$ cat config.mk
export PLATFORM = sky130hd
export DESIGN_NAME = n_queens_solution_enumerator_top
export DESIGN_NICKNAME = d
export VERILOG_FILES = /design/src/rtl/core/nqse_pkg.sv /design/src/rtl/core/nqse_ctrl.sv /design/src/rtl/core/nqse_dpath.sv /design/src/rtl/core/n_queens_solution_enumerator_top.sv
export SDC_FILE = /design/constraint.sdc
export NUM_CORES = 1
export LEC_CHECK = 0
export ABC_AREA = 1
export BUFFER_PORTS_ARGS = -buffer_cell sky130_fd_sc_hd__buf_2
export CORE_MARGIN = 2
export CORE_UTILIZATION = 60
export DETAILED_ROUTE_END_ITERATION = 7
export GPL_ROUTABILITY_DRIVEN = 0
export PLACE_DENSITY = 0.82
export SLEW_MARGIN = 20
export SYNTH_ARGS = -nofsm -noshare
export SYNTH_HDL_FRONTEND = slang
export SYNTH_HIERARCHICAL = 1
export SYNTH_SLANG_ARGS = --single-unit
$ cat constraint.sdc
create_clock -name i_clk -period 10.8 [get_ports i_clk]
set_input_delay 0.54 -clock i_clk [delete_from_list [all_inputs] [get_ports i_clk]]
set_output_delay 0.54 -clock i_clk [all_outputs]
set_load 0.005 [all_outputs]
$ cat src/rtl/core/nqse_pkg.sv
// ----------------------------------------------------------------------------
// nqse_pkg
// Shared constants, types and the controller/datapath interface of the
// N-queens solution enumerator.
// ----------------------------------------------------------------------------
package nqse_pkg;

    localparam int MAX_N      = 10;
    localparam int ROW_W      = $clog2(MAX_N);
    localparam int CNT_W      = $clog2(MAX_N + 1);
    localparam int DIAG_W     = 2 * MAX_N - 1;
    localparam int DIDX_W     = $clog2(DIAG_W);

    localparam int SIZE_W     = 4;
    localparam int NIB_W      = 4;
    localparam int PLACE_COLS = 10;
    localparam int PLACE_W    = NIB_W * PLACE_COLS;
    localparam int COUNT_W    = 10;

    typedef logic [ROW_W-1:0]   t_row;
    typedef logic [CNT_W-1:0]   t_cnt;
    typedef logic [MAX_N-1:0]   t_rowmask;
    typedef logic [DIAG_W-1:0]  t_diag;
    typedef logic [DIDX_W-1:0]  t_didx;
    typedef logic [SIZE_W-1:0]  t_size;
    typedef logic [NIB_W-1:0]   t_nib;
    typedef logic [COUNT_W-1:0] t_count;

    localparam t_size  SIZE_RESET = t_size'(10);
    localparam t_count COUNT_MAX  = '1;

    typedef struct packed {
        logic start;
        logic step;
        logic load;
    } t_cmd;

    typedef struct packed {
        logic hit;
    } t_stat;

endpackage

$ cat src/rtl/core/nqse_ctrl.sv
// ----------------------------------------------------------------------------
// nqse_ctrl
// Sequencer: takes a request, steps the search until a result is reached and
// moves it into the output register when that is free.
// ----------------------------------------------------------------------------
module nqse_ctrl (
    input  logic            i_clk,
    input  logic            i_rst_n,
    input  logic            i_in_valid,
    output logic            o_in_stall,
    output logic            o_out_valid,
    input  logic            i_out_stall,
    input  nqse_pkg::t_stat i_stat,
    output nqse_pkg::t_cmd  o_cmd
);

    typedef enum logic [1:0] {
        S_IDLE   = 2'b01,
        S_SEARCH = 2'b10
    } t_state;

    t_state r_state, n_state;
    logic   r_out_valid, n_out_valid;
    logic   accept;
    logic   out_free;

    assign accept   = i_in_valid && (r_state == S_IDLE);
    assign out_free = !r_out_valid || !i_out_stall;

    always_comb begin
        o_cmd.start = accept;
        o_cmd.step  = (r_state == S_SEARCH);
        o_cmd.load  = (r_state == S_SEARCH) && i_stat.hit && out_free;
    end

    always_comb begin
        n_state = r_state;
        case (r_state)
            S_IDLE: begin
                if (accept) begin
                    n_state = S_SEARCH;
                end
            end
            S_SEARCH: begin
                if (o_cmd.load) begin
                    n_state = S_IDLE;
                end
            end
            default: n_state = S_IDLE;
        endcase
    end

    always_comb begin
        n_out_valid = r_out_valid;
        if (o_cmd.load) begin
            n_out_valid = 1'b1;
        end else if (!i_out_stall) begin
            n_out_valid = 1'b0;
        end
    end

    always_ff @(posedge i_clk) begin
        if (!i_rst_n) begin
            r_state     <= S_IDLE;
            r_out_valid <= 1'b0;
        end else begin
            r_state     <= n_state;
            r_out_valid <= n_out_valid;
        end
    end

    assign o_in_stall  = (r_state != S_IDLE);
    assign o_out_valid = r_out_valid;

    a_accept_starts: assert property (@(posedge i_clk) disable iff (!i_rst_n)
        accept |=> (r_state == S_SEARCH))
        else $error("accepted transaction did not start a search");

    a_load_delivers: assert property (@(posedge i_clk) disable iff (!i_rst_n)
        o_cmd.load |=> (r_out_valid && r_state == S_IDLE))
        else $error("loaded result not presented");

endmodule

$ cat src/rtl/core/nqse_dpath.sv
// ----------------------------------------------------------------------------
// nqse_dpath
// Search datapath: queen stack, occupancy masks, depth and trial counters,
// solution counter and the output register. One search step per cycle.
// ----------------------------------------------------------------------------
module nqse_dpath (
    input  logic                          i_clk,
    input  logic                          i_rst_n,
    input  logic                          i_cfg_we,
    input  logic [nqse_pkg::SIZE_W-1:0]   i_cfg_data,
    input  logic                          i_restart,
    input  nqse_pkg::t_cmd                i_cmd,
    output nqse_pkg::t_stat               o_stat,
    output logic [nqse_pkg::PLACE_W-1:0]  o_placement,
    output logic [nqse_pkg::COUNT_W-1:0]  o_solution_count,
    output logic                          o_exhausted
);

    nqse_pkg::t_size    r_board_size;
    nqse_pkg::t_row     r_stack [nqse_pkg::MAX_N];
    nqse_pkg::t_rowmask r_rows;
    nqse_pkg::t_diag    r_diags;
    nqse_pkg::t_diag    r_antis;
    nqse_pkg::t_cnt     r_depth;
    nqse_pkg::t_cnt     r_trial;
    nqse_pkg::t_count   r_found;
    logic               r_finished;
    logic               r_first;

    nqse_pkg::t_cnt     n_act;
    nqse_pkg::t_cnt     tb_col;
    nqse_pkg::t_row     tb_row;
    logic               hit;
    logic               tb_first;
    logic               row_end;
    logic               is_tb;
    nqse_pkg::t_cnt     sel_col;
    nqse_pkg::t_cnt     sel_row;
    nqse_pkg::t_rowmask rb;
    nqse_pkg::t_diag    db;
    nqse_pkg::t_diag    ab;
    logic               conflict;
    nqse_pkg::t_count   cnt_inc;
    logic [nqse_pkg::PLACE_W-1:0] packed_place;

    always_comb begin
        if (r_board_size == '0) begin
            n_act = nqse_pkg::t_cnt'(1);
        end else if (int'(r_board_size) > nqse_pkg::MAX_N) begin
            n_act = nqse_pkg::t_cnt'(nqse_pkg::MAX_N);
        end else begin
            n_act = nqse_pkg::t_cnt'(r_board_size);
        end
    end

    assign hit      = r_finished || (!r_first && (r_depth >= n_act));
    assign tb_first = r_first && !r_finished && (r_depth >= n_act);
    assign row_end  = (r_trial >= n_act);
    assign is_tb    = tb_first || (row_end && (r_depth != '0));

    assign tb_col  = r_depth - nqse_pkg::t_cnt'(1);
    assign tb_row  = r_stack[tb_col[nqse_pkg::ROW_W-1:0]];
    assign sel_col = is_tb ? tb_col : r_depth;
    assign sel_row = is_tb ? nqse_pkg::t_cnt'(tb_row) : r_trial;

    always_comb begin
        rb = nqse_pkg::t_rowmask'(1) << sel_row;
        db = nqse_pkg::t_diag'(1) << (nqse_pkg::t_didx'(sel_col)
             + nqse_pkg::t_didx'(nqse_pkg::MAX_N - 1) - nqse_pkg::t_didx'(sel_row));
        ab = nqse_pkg::t_diag'(1) << (nqse_pkg::t_didx'(sel_col)
             + nqse_pkg::t_didx'(sel_row));
    end

    assign conflict = |(r_rows & rb) || |(r_diags & db) || |(r_antis & ab);
    assign cnt_inc  = (r_found == nqse_pkg::COUNT_MAX) ? r_found
                                                       : r_found + nqse_pkg::t_count'(1);

    for (genvar g = 0; g < nqse_pkg::PLACE_COLS; g++) begin : g_pack
        if (g < nqse_pkg::MAX_N) begin : g_col
            assign packed_place[g*nqse_pkg::NIB_W +: nqse_pkg::NIB_W] =
                (nqse_pkg::t_cnt'(g) < r_depth) ? nqse_pkg::t_nib'(r_stack[g]) : '0;
        end else begin : g_none
            assign packed_place[g*nqse_pkg::NIB_W +: nqse_pkg::NIB_W] = '0;
        end
    end

    always_ff @(posedge i_clk) begin
        if (!i_rst_n) begin
            r_board_size <= nqse_pkg::SIZE_RESET;
            r_rows       <= '0;
            r_diags      <= '0;
            r_antis      <= '0;
            r_depth      <= '0;
            r_trial      <= '0;
            r_found      <= '0;
            r_finished   <= 1'b0;
            r_first      <= 1'b0;
        end else if (i_cfg_we) begin
            r_board_size <= i_cfg_data;
            r_rows       <= '0;
            r_diags      <= '0;
            r_antis      <= '0;
            r_depth      <= '0;
            r_trial      <= '0;
            r_found      <= '0;
            r_finished   <= 1'b0;
        end else if (i_cmd.start) begin
            r_first <= 1'b1;
            if (i_restart) begin
                r_rows     <= '0;
                r_diags    <= '0;
                r_antis    <= '0;
                r_depth    <= '0;
                r_trial    <= '0;
                r_found    <= '0;
                r_finished <= 1'b0;
            end
        end else if (i_cmd.load) begin
            if (!r_finished) begin
                r_found <= cnt_inc;
            end
        end else if (i_cmd.step && !hit) begin
            r_first <= 1'b0;
            if (is_tb) begin
                r_depth <= tb_col;
                r_rows  <= r_rows & ~rb;
                r_diags <= r_diags & ~db;
                r_antis <= r_antis & ~ab;
                r_trial <= nqse_pkg::t_cnt'(tb_row) + nqse_pkg::t_cnt'(1);
            end else if (row_end) begin
                r_finished <= 1'b1;
            end else if (conflict) begin
                r_trial <= r_trial + nqse_pkg::t_cnt'(1);
            end else begin
                r_rows  <= r_rows | rb;
                r_diags <= r_diags | db;
                r_antis <= r_antis | ab;
                r_depth <= r_depth + nqse_pkg::t_cnt'(1);
                r_trial <= '0;
            end
        end
    end

    // queen stack and result payload: no reset
    always_ff @(posedge i_clk) begin
        if (!i_cfg_we && !i_cmd.start && !i_cmd.load && i_cmd.step && !hit
            && !is_tb && !row_end && !conflict) begin
            r_stack[r_depth[nqse_pkg::ROW_W-1:0]] <= r_trial[nqse_pkg::ROW_W-1:0];
        end
        if (i_cmd.load) begin
            if (r_finished) begin
                o_placement      <= '0;
                o_solution_count <= r_found;
                o_exhausted      <= 1'b1;
            end else begin
                o_placement      <= packed_place;
                o_solution_count <= cnt_inc;
                o_exhausted      <= 1'b0;
            end
        end
    end

    always_comb begin
        o_stat.hit = hit;
    end

    a_depth_bound: assert property (@(posedge i_clk) disable iff (!i_rst_n)
        r_depth <= n_act)
        else $error("search depth beyond board size");

    a_rows_match_depth: assert property (@(posedge i_clk) disable iff (!i_rst_n)
        $countones(r_rows) == int'(r_depth))
        else $error("row occupancy disagrees with depth");

    a_finished_empty: assert property (@(posedge i_clk) disable iff (!i_rst_n)
        r_finished |-> (r_depth == '0 && r_rows == '0 && r_diags == '0))
        else $error("finished search with queens on board");

endmodule

$ cat src/rtl/core/n_queens_solution_enumerator_top.sv
// ----------------------------------------------------------------------------
// n_queens_solution_enumerator_top
// Each request returns the next N-queens solution (one 4-bit row per column,
// column 0 lowest) with the running count, or an exhausted flag. A request
// is taken only while no search is running; the result then sits in an
// output register, so a new request may be taken while it waits. A request
// is taken, then runs search steps (a row test, a queen placement or a
// backtrack in the single-step search loop) until a result is reached, which
// is loaded into the output register once that is free. Writing board_size
// (0 acts as 1, values above ten act as ten) clears the search like a
// restart.
// ----------------------------------------------------------------------------
module n_queens_solution_enumerator_top (
    input  logic                          i_clk,
    input  logic                          i_rst_n,
    input  logic                          i_cfg_we,
    input  logic [nqse_pkg::SIZE_W-1:0]   i_cfg_data,
    input  logic                          i_in_valid,
    output logic                          o_in_stall,
    input  logic                          i_restart,
    output logic                          o_out_valid,
    input  logic                          i_out_stall,
    output logic [nqse_pkg::PLACE_W-1:0]  o_placement,
    output logic [nqse_pkg::COUNT_W-1:0]  o_solution_count,
    output logic                          o_exhausted
);

    nqse_pkg::t_cmd  cmd;
    nqse_pkg::t_stat stat;

    nqse_ctrl u_ctrl (
        .i_clk       (i_clk),
        .i_rst_n     (i_rst_n),
        .i_in_valid  (i_in_valid),
        .o_in_stall  (o_in_stall),
        .o_out_valid (o_out_valid),
        .i_out_stall (i_out_stall),
        .i_stat      (stat),
        .o_cmd       (cmd)
    );

    nqse_dpath u_dpath (
        .i_clk            (i_clk),
        .i_rst_n          (i_rst_n),
        .i_cfg_we         (i_cfg_we),
        .i_cfg_data       (i_cfg_data),
        .i_restart        (i_restart),
        .i_cmd            (cmd),
        .o_stat           (stat),
        .o_placement      (o_placement),
        .o_solution_count (o_solution_count),
        .o_exhausted      (o_exhausted)
    );

endmodule

Word-level counts from Yosys, hierarchy flattened
Memories as Yosys holds them, arrays and structs flattened. A register that Yosys moved wholly into a read port is not among the register bits.
Index checks and enable logic that the tools add are counted.
{"block": "word_totals", "output_inout_bits": 53, "inputBits": 10, "mem_count": 1, "ram_bits": 40, "register_bits": 86, "elab_cells": 188}
{"name": "u_dpath.r_stack", "words": 10, "word_bits": 4, "rd": 11, "rd_ports_with_merged_regs": 10, "write_ports": 1, "line_no": "nqse_dpath.sv:20", "source": "nqse_pkg::t_row r_stack [nqse_pkg::MAX_N];"}
{"block": "classes", "bitwise_logic": 24, "reduce_logical": 56, "addsub": 8, "magnitude_cmp": 13, "eq_ne": 12, "mux": 58, "shifts": 3}
{"cell": "19-bit two-way mux", "n": 13}
{"cell": "10-bit two-way mux", "n": 11}
{"cell": "19-bit AND", "n": 4}
{"cell": "4-bit two-way mux", "n": 17}
{"cell": "19-bit NOT", "n": 2}
{"cell": "19-bit bitwise OR", "n": 2}
{"cell": "19-bit OR reduction", "n": 2}
{"cell": "1-bit by 5-bit << shifter with 19-bit output, first input constant", "n": 2}
{"cell": "2-bit OR reduction", "n": 11}
{"cell": "10-bit AND", "n": 2}
{"cell": "3-bit by 4-bit < comparator with 1-bit output, first input constant", "n": 4}
{"cell": "1-bit logical AND", "n": 15}
{"cell": "1-bit two-way mux", "n": 14}
{"cell": "4-bit by 1-bit adder with 4-bit output, second input constant", "n": 3}
{"cell": "1-bit NOT", "n": 12}
{"cell": "1-bit logical NOT", "n": 11}
{"cell": "10-bit by 1-bit adder with 10-bit output, second input constant", "n": 1}
{"cell": "10-bit equality test, second input constant", "n": 1}
{"cell": "10-bit NOT", "n": 1}
{"cell": "10-bit bitwise OR", "n": 1}
{"cell": "5-bit AND reduction", "n": 2}
{"cell": "10-bit OR reduction", "n": 1}
{"cell": "1-bit by 4-bit << shifter with 10-bit output, first input constant", "n": 1}
{"cell": "4-bit greater-or-equal comparator", "n": 2}
{"cell": "other kinds (23)", "n": 39}

Depth between registers and ports, before layout
{"block": "logic_depth", "depth_word": 20, "depth_mapped": 41, "depth_no_buf": 36}

Cells and area by module
The synthesis kept the hierarchy.
{"mod": "nqse_dpath", "cells_each": 1211, "seq_area_each_um2": 4174.0, "area_per_inst_um2": 9330.2, "n_inst": 1}
{"mod": "nqse_ctrl", "cells_each": 21, "seq_area_each_um2": 60.1, "area_per_inst_um2": 161.4, "n_inst": 1}

Least setup slack after synthesis
OpenSTA, ideal clock, no wires.
{"block": "synth_path", "kind": "reg2reg", "startpoint": "reg u_dpath.r_board_size[1]", "endpoint": "mem u_dpath/r_stack[5][0] in the netlist's numbering, enable pin", "required_ps": 10471, "setup_time_ps": 329, "arrival_ps": 5109, "path_stages_with_launch": 34, "path_slack_ps": 5362, "path_buffers": 3, "synth_period_minus_slack_ps": 5438, "cell_sequence": "dfxtp_1 > or2_2 > nand2_1 > nand2_1 > ha_1 > nand2_1 > inv_1 > nand3_1 > nand3_1 > nand2_1 > nand2_2 > buf_6 > clkbuf_1 > clkbuf_1 > nand2_1 > o21ai_0 > inv_1 > ha_1 > ha_1 > inv_1 > fa_1 > xor2_2 > nor2_1 > nand3_1 > nand2_1 > nor2_1 > nand2_1 > nor2_1 > nand2_1 > nor2_2 > nand3_2 > nor3b_1 > nand2_1 > nor2_1"}
{"block": "synth_via", "elab_chain_cells": 18, "word_cells_on_any_way": 42, "classes_between": "add/sub (3); order compare (3); shift (3); mux (6); bitwise (3); reduce/logical (24)"}
{"element": "start, declared", "line_no": "nqse_dpath.sv:19", "source": "nqse_pkg::t_size r_board_size;"}
{"element": "start signal, assigned", "line_no": "nqse_dpath.sv:89", "source": "r_board_size <= nqse_pkg::SIZE_RESET;"}
{"element": "start signal, assigned", "line_no": "nqse_dpath.sv:99", "source": "r_board_size <= i_cfg_data;"}
{"element": "4-bit greater-than comparator", "line_no": "nqse_dpath.sv:49", "source": "end else if (int'(r_board_size) > nqse_pkg::MAX_N) begin"}
{"element": "4-bit two-way mux", "line_no": "nqse_dpath.sv:49"}
{"element": "4-bit two-way mux (*)", "line_no": "nqse_dpath.sv:47", "source": "if (r_board_size == '0) begin"}
{"element": "4-bit greater-or-equal comparator, on equally long branches", "line_no": "nqse_dpath.sv:56, nqse_dpath.sv:57, nqse_dpath.sv:58"}
{"element": "1-bit logical AND, on equally long branches", "line_no": "nqse_dpath.sv:57, nqse_dpath.sv:59"}
{"element": "1-bit logical OR", "line_no": "nqse_dpath.sv:59", "source": "assign is_tb = tb_first || (row_end && (r_depth != '0));"}
{"element": "4-bit two-way mux", "line_no": "nqse_dpath.sv:63", "source": "assign sel_col = is_tb ? tb_col : r_depth;"}
{"element": "4-bit by 4-bit adder with 5-bit output", "line_no": "nqse_dpath.sv:69", "source": "+ nqse_pkg::t_didx'(nqse_pkg::MAX_N - 1) - nqse_pkg::t_didx'(sel_row));"}
{"element": "5-bit by 4-bit subtractor with 5-bit output", "line_no": "nqse_dpath.sv:69"}
{"element": "1-bit by 5-bit << shifter with 19-bit output", "line_no": "nqse_dpath.sv:68", "source": "db = nqse_pkg::t_diag'(1) << (nqse_pkg::t_didx'(sel_col)"}
{"element": "19-bit AND", "line_no": "nqse_dpath.sv:74", "source": "assign conflict = |(r_rows & rb) || |(r_diags & db) || |(r_antis & ab);"}
{"element": "19-bit OR reduction", "line_no": "nqse_dpath.sv:74"}
{"element": "1-bit logical OR (2 in series)", "line_no": "nqse_dpath.sv:74"}
{"element": "1-bit logical NOT", "line_no": "nqse_dpath.sv:147", "source": "&& !is_tb && !row_end && !conflict) begin"}
{"element": "1-bit logical AND (*)", "line_no": "nqse_dpath.sv:147"}
{"element": "1-bit two-way mux (*)", "line_no": "nqse_dpath.sv:146", "source": "if (!i_cfg_we && !i_cmd.start && !i_cmd.load && i_cmd.step && !hit"}
{"element": "1-bit two-way mux (implied by the code) (*)", "line_no": "nqse_dpath.sv:148", "source": "r_stack[r_depth[nqse_pkg::ROW_W-1:0]] <= r_trial[nqse_pkg::ROW_W-1:0];"}
{"element": "end, declared", "line_no": "nqse_dpath.sv:20"}
Mark *: on every way between the ends. The rest lies on a longest branch, timed or not.

Worst setup path after layout
{"block": "layout_path", "startpoint": "reg u_dpath.r_trial[2]", "endpoint": "reg u_dpath.r_antis[8]"}
{"block": "layout_via", "elab_chain_cells": 13, "word_cells_on_any_way": 31, "classes_between": "add/sub (3); order compare (1); eq/ne (2); shift (3); mux (8); bitwise (6); reduce/logical (8)"}
{"element": "start, declared", "line_no": "nqse_dpath.sv:25", "source": "nqse_pkg::t_cnt r_trial;"}
{"element": "start signal, assigned", "line_no": "nqse_dpath.sv:129", "source": "r_trial <= nqse_pkg::t_cnt'(tb_row) + nqse_pkg::t_cnt'(1);"}
{"element": "start signal, assigned", "line_no": "nqse_dpath.sv:133", "source": "r_trial <= r_trial + nqse_pkg::t_cnt'(1);"}
{"element": "4-bit greater-or-equal comparator", "line_no": "nqse_dpath.sv:58", "source": "assign row_end = (r_trial >= n_act);"}
{"element": "1-bit logical AND", "line_no": "nqse_dpath.sv:59"}
{"element": "1-bit logical OR", "line_no": "nqse_dpath.sv:59"}
{"element": "4-bit two-way mux, on equally long branches", "line_no": "nqse_dpath.sv:63, nqse_dpath.sv:64"}
{"element": "4-bit by 4-bit adder with 5-bit output, on equally long branches", "line_no": "nqse_dpath.sv:69, nqse_dpath.sv:71"}
{"element": "5-bit by 4-bit subtractor with 5-bit output / 1-bit by 5-bit << shifter with 19-bit output (equally long branches)", "line_no": "nqse_dpath.sv:69, nqse_dpath.sv:70"}
{"element": "1-bit by 5-bit << shifter with 19-bit output / 19-bit bitwise OR (equally long branches)", "line_no": "nqse_dpath.sv:68, nqse_dpath.sv:137"}
{"element": "19-bit AND / 19-bit two-way mux (equally long branches)", "line_no": "nqse_dpath.sv:74, nqse_dpath.sv:132"}
{"element": "19-bit OR reduction / 19-bit two-way mux (equally long branches)", "line_no": "nqse_dpath.sv:74, nqse_dpath.sv:130"}
{"element": "1-bit logical OR / 19-bit two-way mux (equally long branches)", "line_no": "nqse_dpath.sv:74, nqse_dpath.sv:124"}
{"element": "1-bit logical OR / 19-bit two-way mux (equally long branches)", "line_no": "nqse_dpath.sv:74, nqse_dpath.sv:122"}
{"element": "3-bit by 2-bit inequality test with 1-bit output (no source line) / 19-bit two-way mux (equally long branches)"}
{"element": "5-bit AND reduction (no source line) / 19-bit two-way mux (equally long branches)"}
{"element": "end signal, assigned", "line_no": "nqse_dpath.sv:128", "source": "r_antis <= r_antis & ~ab;"}
{"element": "end signal, assigned", "line_no": "nqse_dpath.sv:137", "source": "r_antis <= r_antis | ab;"}
{"element": "end, declared", "line_no": "nqse_dpath.sv:23", "source": "nqse_pkg::t_diag r_antis;"}
Parallel ways exist; a longest one is shown, timed or not. The select of a mux whose other input is x is not followed.
A chain may end at the register's enable or synchronous reset.

==> impl_results.md <==
* CTS root buf: clkbuf_16
* Worst Path Class, Setup: flop to flop
* Layout cells sized above 1 at 12.9%
* Total Routing Usage GR at 26.6%
* Arr. time, crit path at 7010 ps
* Routed WL at 21900 microns
* Simple-gate share of the synthesized area at 30.3%
* Post-CTS Setup Repair Bufs at 0
* Synth cell count leaders: nand2_1, nor2_1, nand3_1
* Number of flops mapped to enable cells by yosys at 91
* Mux cell area share after synthesis at 0.224%
* Die area at 0.0168 sq mm
* Top-count cell post-synth: nand2_1
* Synth top area cells: edfxtp_1, dfxtp_1, nand2_1
* Syn Std Cell Area at 0.00949 sq mm
* Die height at 130 microns
* Sequential area share after synthesis at 44.6%
* Post-synthesis compound-gate area fraction at 10.0%
* Synth unique cells at 45
* Fin nets at 1304
* H-Tree Depth at 4
* Area of the multi-input gates at 0.00441 sq mm
* Cell mode on critical path: nand2_1
* Diodes inserted at 0
* RSZ-0062 raised after global routing: no
* First-pass DRT Iterations at 7
* Layout area overhead at 9.15%
* Setup TNS at 0 ps
* First-pass GRT wire length at 35800 microns
* Largest stage delay, worst path at 840 ps
* Register Area at 0.00423 sq mm
* Highest net fanout along the worst path at 84
* Syn nets at 1270
* Initial antenna violation count at 0
* Port Buffer Count at 62
* Final hold vios at 0
* CP Capture Type: flop
* Design area at 0.0104 sq mm
* Adder-cell share of the synthesized area at 3.85%
* Critical Path Start Type: flop
* Cell leakage power at 4.26 nW
* Clock Skew at 7.75 ps
* Synth Register Bits at 166
* Worst-path clk slew at 70 ps
* HP Start: i_cfg_data[1]
* Hold WC Path Type: input port to flop
* Synth Flop Type: edfxtp_1
* Number of CTS-inserted buffers at 17
* Final setup vio count at 0
* Resize count post-CTS at 0
* Drc violations at 0
* Post-route ant nets at 0
* Synth Warn # at 6
* Slew margin rel. at 36.0%
* Mapped Cells at 1232
* HPWL after DPL at 14700 microns
* # fillers at 1284
* Vias in the first global route at 7572
* Synth Area in XOR/XNOR at 1.81%
* Top-area cell type share of the netlist area at 28.8%
* FF-to-FF Start: u_dpath/r_trial[2]$_SDFFE_PP0P_
* Die W at 130 microns
* Asr flop ratio synth at 0%
* Vias per Instance at 5.58
* Period utilization at 62.5%
* Status: finished clean
* GRT Residual Overflow at 0
* Sinks on Clock Net at 166
* Worst-Skew Late Latency at 430 ps
* Final-report max-slew violation count at 0
* Fmax achieved at 148 MHz
* Via count at 8310
* Initial core utilization at 62.0%
* Clock buffer depth at 2
* Cell area after placement at 0.00979 sq mm
* Max-cap violations at 0
* Worst EP required at 11070 ps
* Largest area contributor in the netlist: edfxtp_1
* Ports at 63
* Fin crit period at 6750 ps
* # rows at 45
* Hold Buf Count CTS at 0
* P per Cell Area at 150 mW/mm^2
* WL per Instance at 14.7 microns
* Core area at 0.0153 sq mm
* Post-Syn Area per Cell at 7.70 sq um
* Worst VDD drop at 0.102 mV
* CTS tree: built
* Pin count of the biggest net entering global routing at 85
* Crit-path slowest cell: dfxtp_1
* Largest family of logic cells by synthesized area: simple AND/OR/NAND/NOR gates
* DRT iter0 DRCs at 902
* Pwr Total at 1.56 mW
* Slew at the pin closest to its max-slew limit at 959 ps
* Launch point of the worst path: u_dpath/r_trial[2]$_SDFFE_PP0P_
## logic make-up (layout without fill, tap and decap cells)
group                      after synthesis  in the layout
muxes                                    2              2
adders and majority gates               28             28
xor gates and xnor gates                17             17
buffers and inverters                  192            239
and+or+nand+nor                        650            650
AOI/OAI and AO/OA                      177            177
DFF                                    166            166
## worst max-delay path: cells and delay by family, from the launching register on
family | cells | cell delay, ps
AOI/OAI and AO/OA | 3 | 500
adders and majority gates | 3 | 1020
buffers and inverters | 5 | 1120
DFF | 1 | 840
and+or+nand+nor | 20 | 2970
## cell usage in the layout (no fill, tap or decap), types with 3 or more instances in the layout
cell type,count
nand2_1,226
nand2_2,25
inv_8,5
a211oi_1,7
nor2_1,188
clkbuf_16,17
nand3b_1,4
o211ai_1,7
nand4_1,9
a21oi_1,105
dfxtp_1,75
a31oi_1,3
a311oi_1,4
nand3_2,4
inv_1,129
nor3_1,6
clkinvlp_4,5
nand3_1,166
buf_4,8
nor2_2,8
xor2_1,12
ha_1,26
inv_2,5
o21ai_0,45
buf_2,62
nor2_4,4
edfxtp_1,91
nand2_4,5
## report_power, final
group | switching (mW) | internal, mW
combinational | 0.208 | 0.0871
clock | 0.271 | 0.304
sequential | 0.0125 | 0.674
total | 0.491 | 1.07
## metal layers
layer | share of wire, % | track usage (%)
met5 | 0 | 0
met4 | 1.9 | 10.1
met3 | 6.9 | 4.51
met2 | 47 | 44.0
met1 | 44 | 35.3
## flip-flops by register name, summed over array words and instances, names as in the netlist
register,flops
u_dpath/o_placement,40
u_dpath/o_exhausted,1
u_dpath/r_depth,4
u_dpath/r_stack,40
u_dpath/r_found,10
u_dpath/r_antis,19
u_dpath/r_first,1
u_dpath/r_rows,10
u_dpath/o_solution_count,10
u_dpath/r_trial,4
u_dpath/r_board_size,4
u_ctrl/o_out_valid,1
u_dpath/r_diags,19
u_dpath/r_finished,1
u_ctrl/r_state,2
## path summary, 6_finish.rpt
check                                         end  slack (ps)  cells past startpoint
min          u_dpath/r_board_size[1]$_SDFFE_PN1P_         330                      3
min reg2reg        u_dpath/r_rows[2]$_SDFFE_PP0P_         450                      2
max reg2reg       u_dpath/r_antis[8]$_SDFFE_PP0P_        4050                     31
max               u_dpath/r_antis[8]$_SDFFE_PP0P_        4050                     31
## final cells by class
cell class / instances / share of cell area, %
Clock buffer: 17 / 4.11
Clock inverter: 15 / 1.36
Inverter: 137 / 5.00
Multi-Input combinational cell: 874 / 42.5
Sequential cell: 166 / 40.9
Tap cell: 211 / 2.55
Timing Repair Buffer: 70 / 3.57
## through the flow
stage | instances | setup slack, ps | utilization [%] | hold WS [ps]
after floorplan | 1232 | 5360 | - | 406
after global placement | 1458 | 4550 | 63.9 | 439
after detailed placement | 1458 | 4250 | 63.9 | 439
after CTS | 1490 | 4180 | 67.6 | 325
after global routing | 1490 | 3490 | 67.6 | 342
final | 1490 | 4050 | 67.6 | 330
No activity file was read; power rests on OpenSTA's default activity.
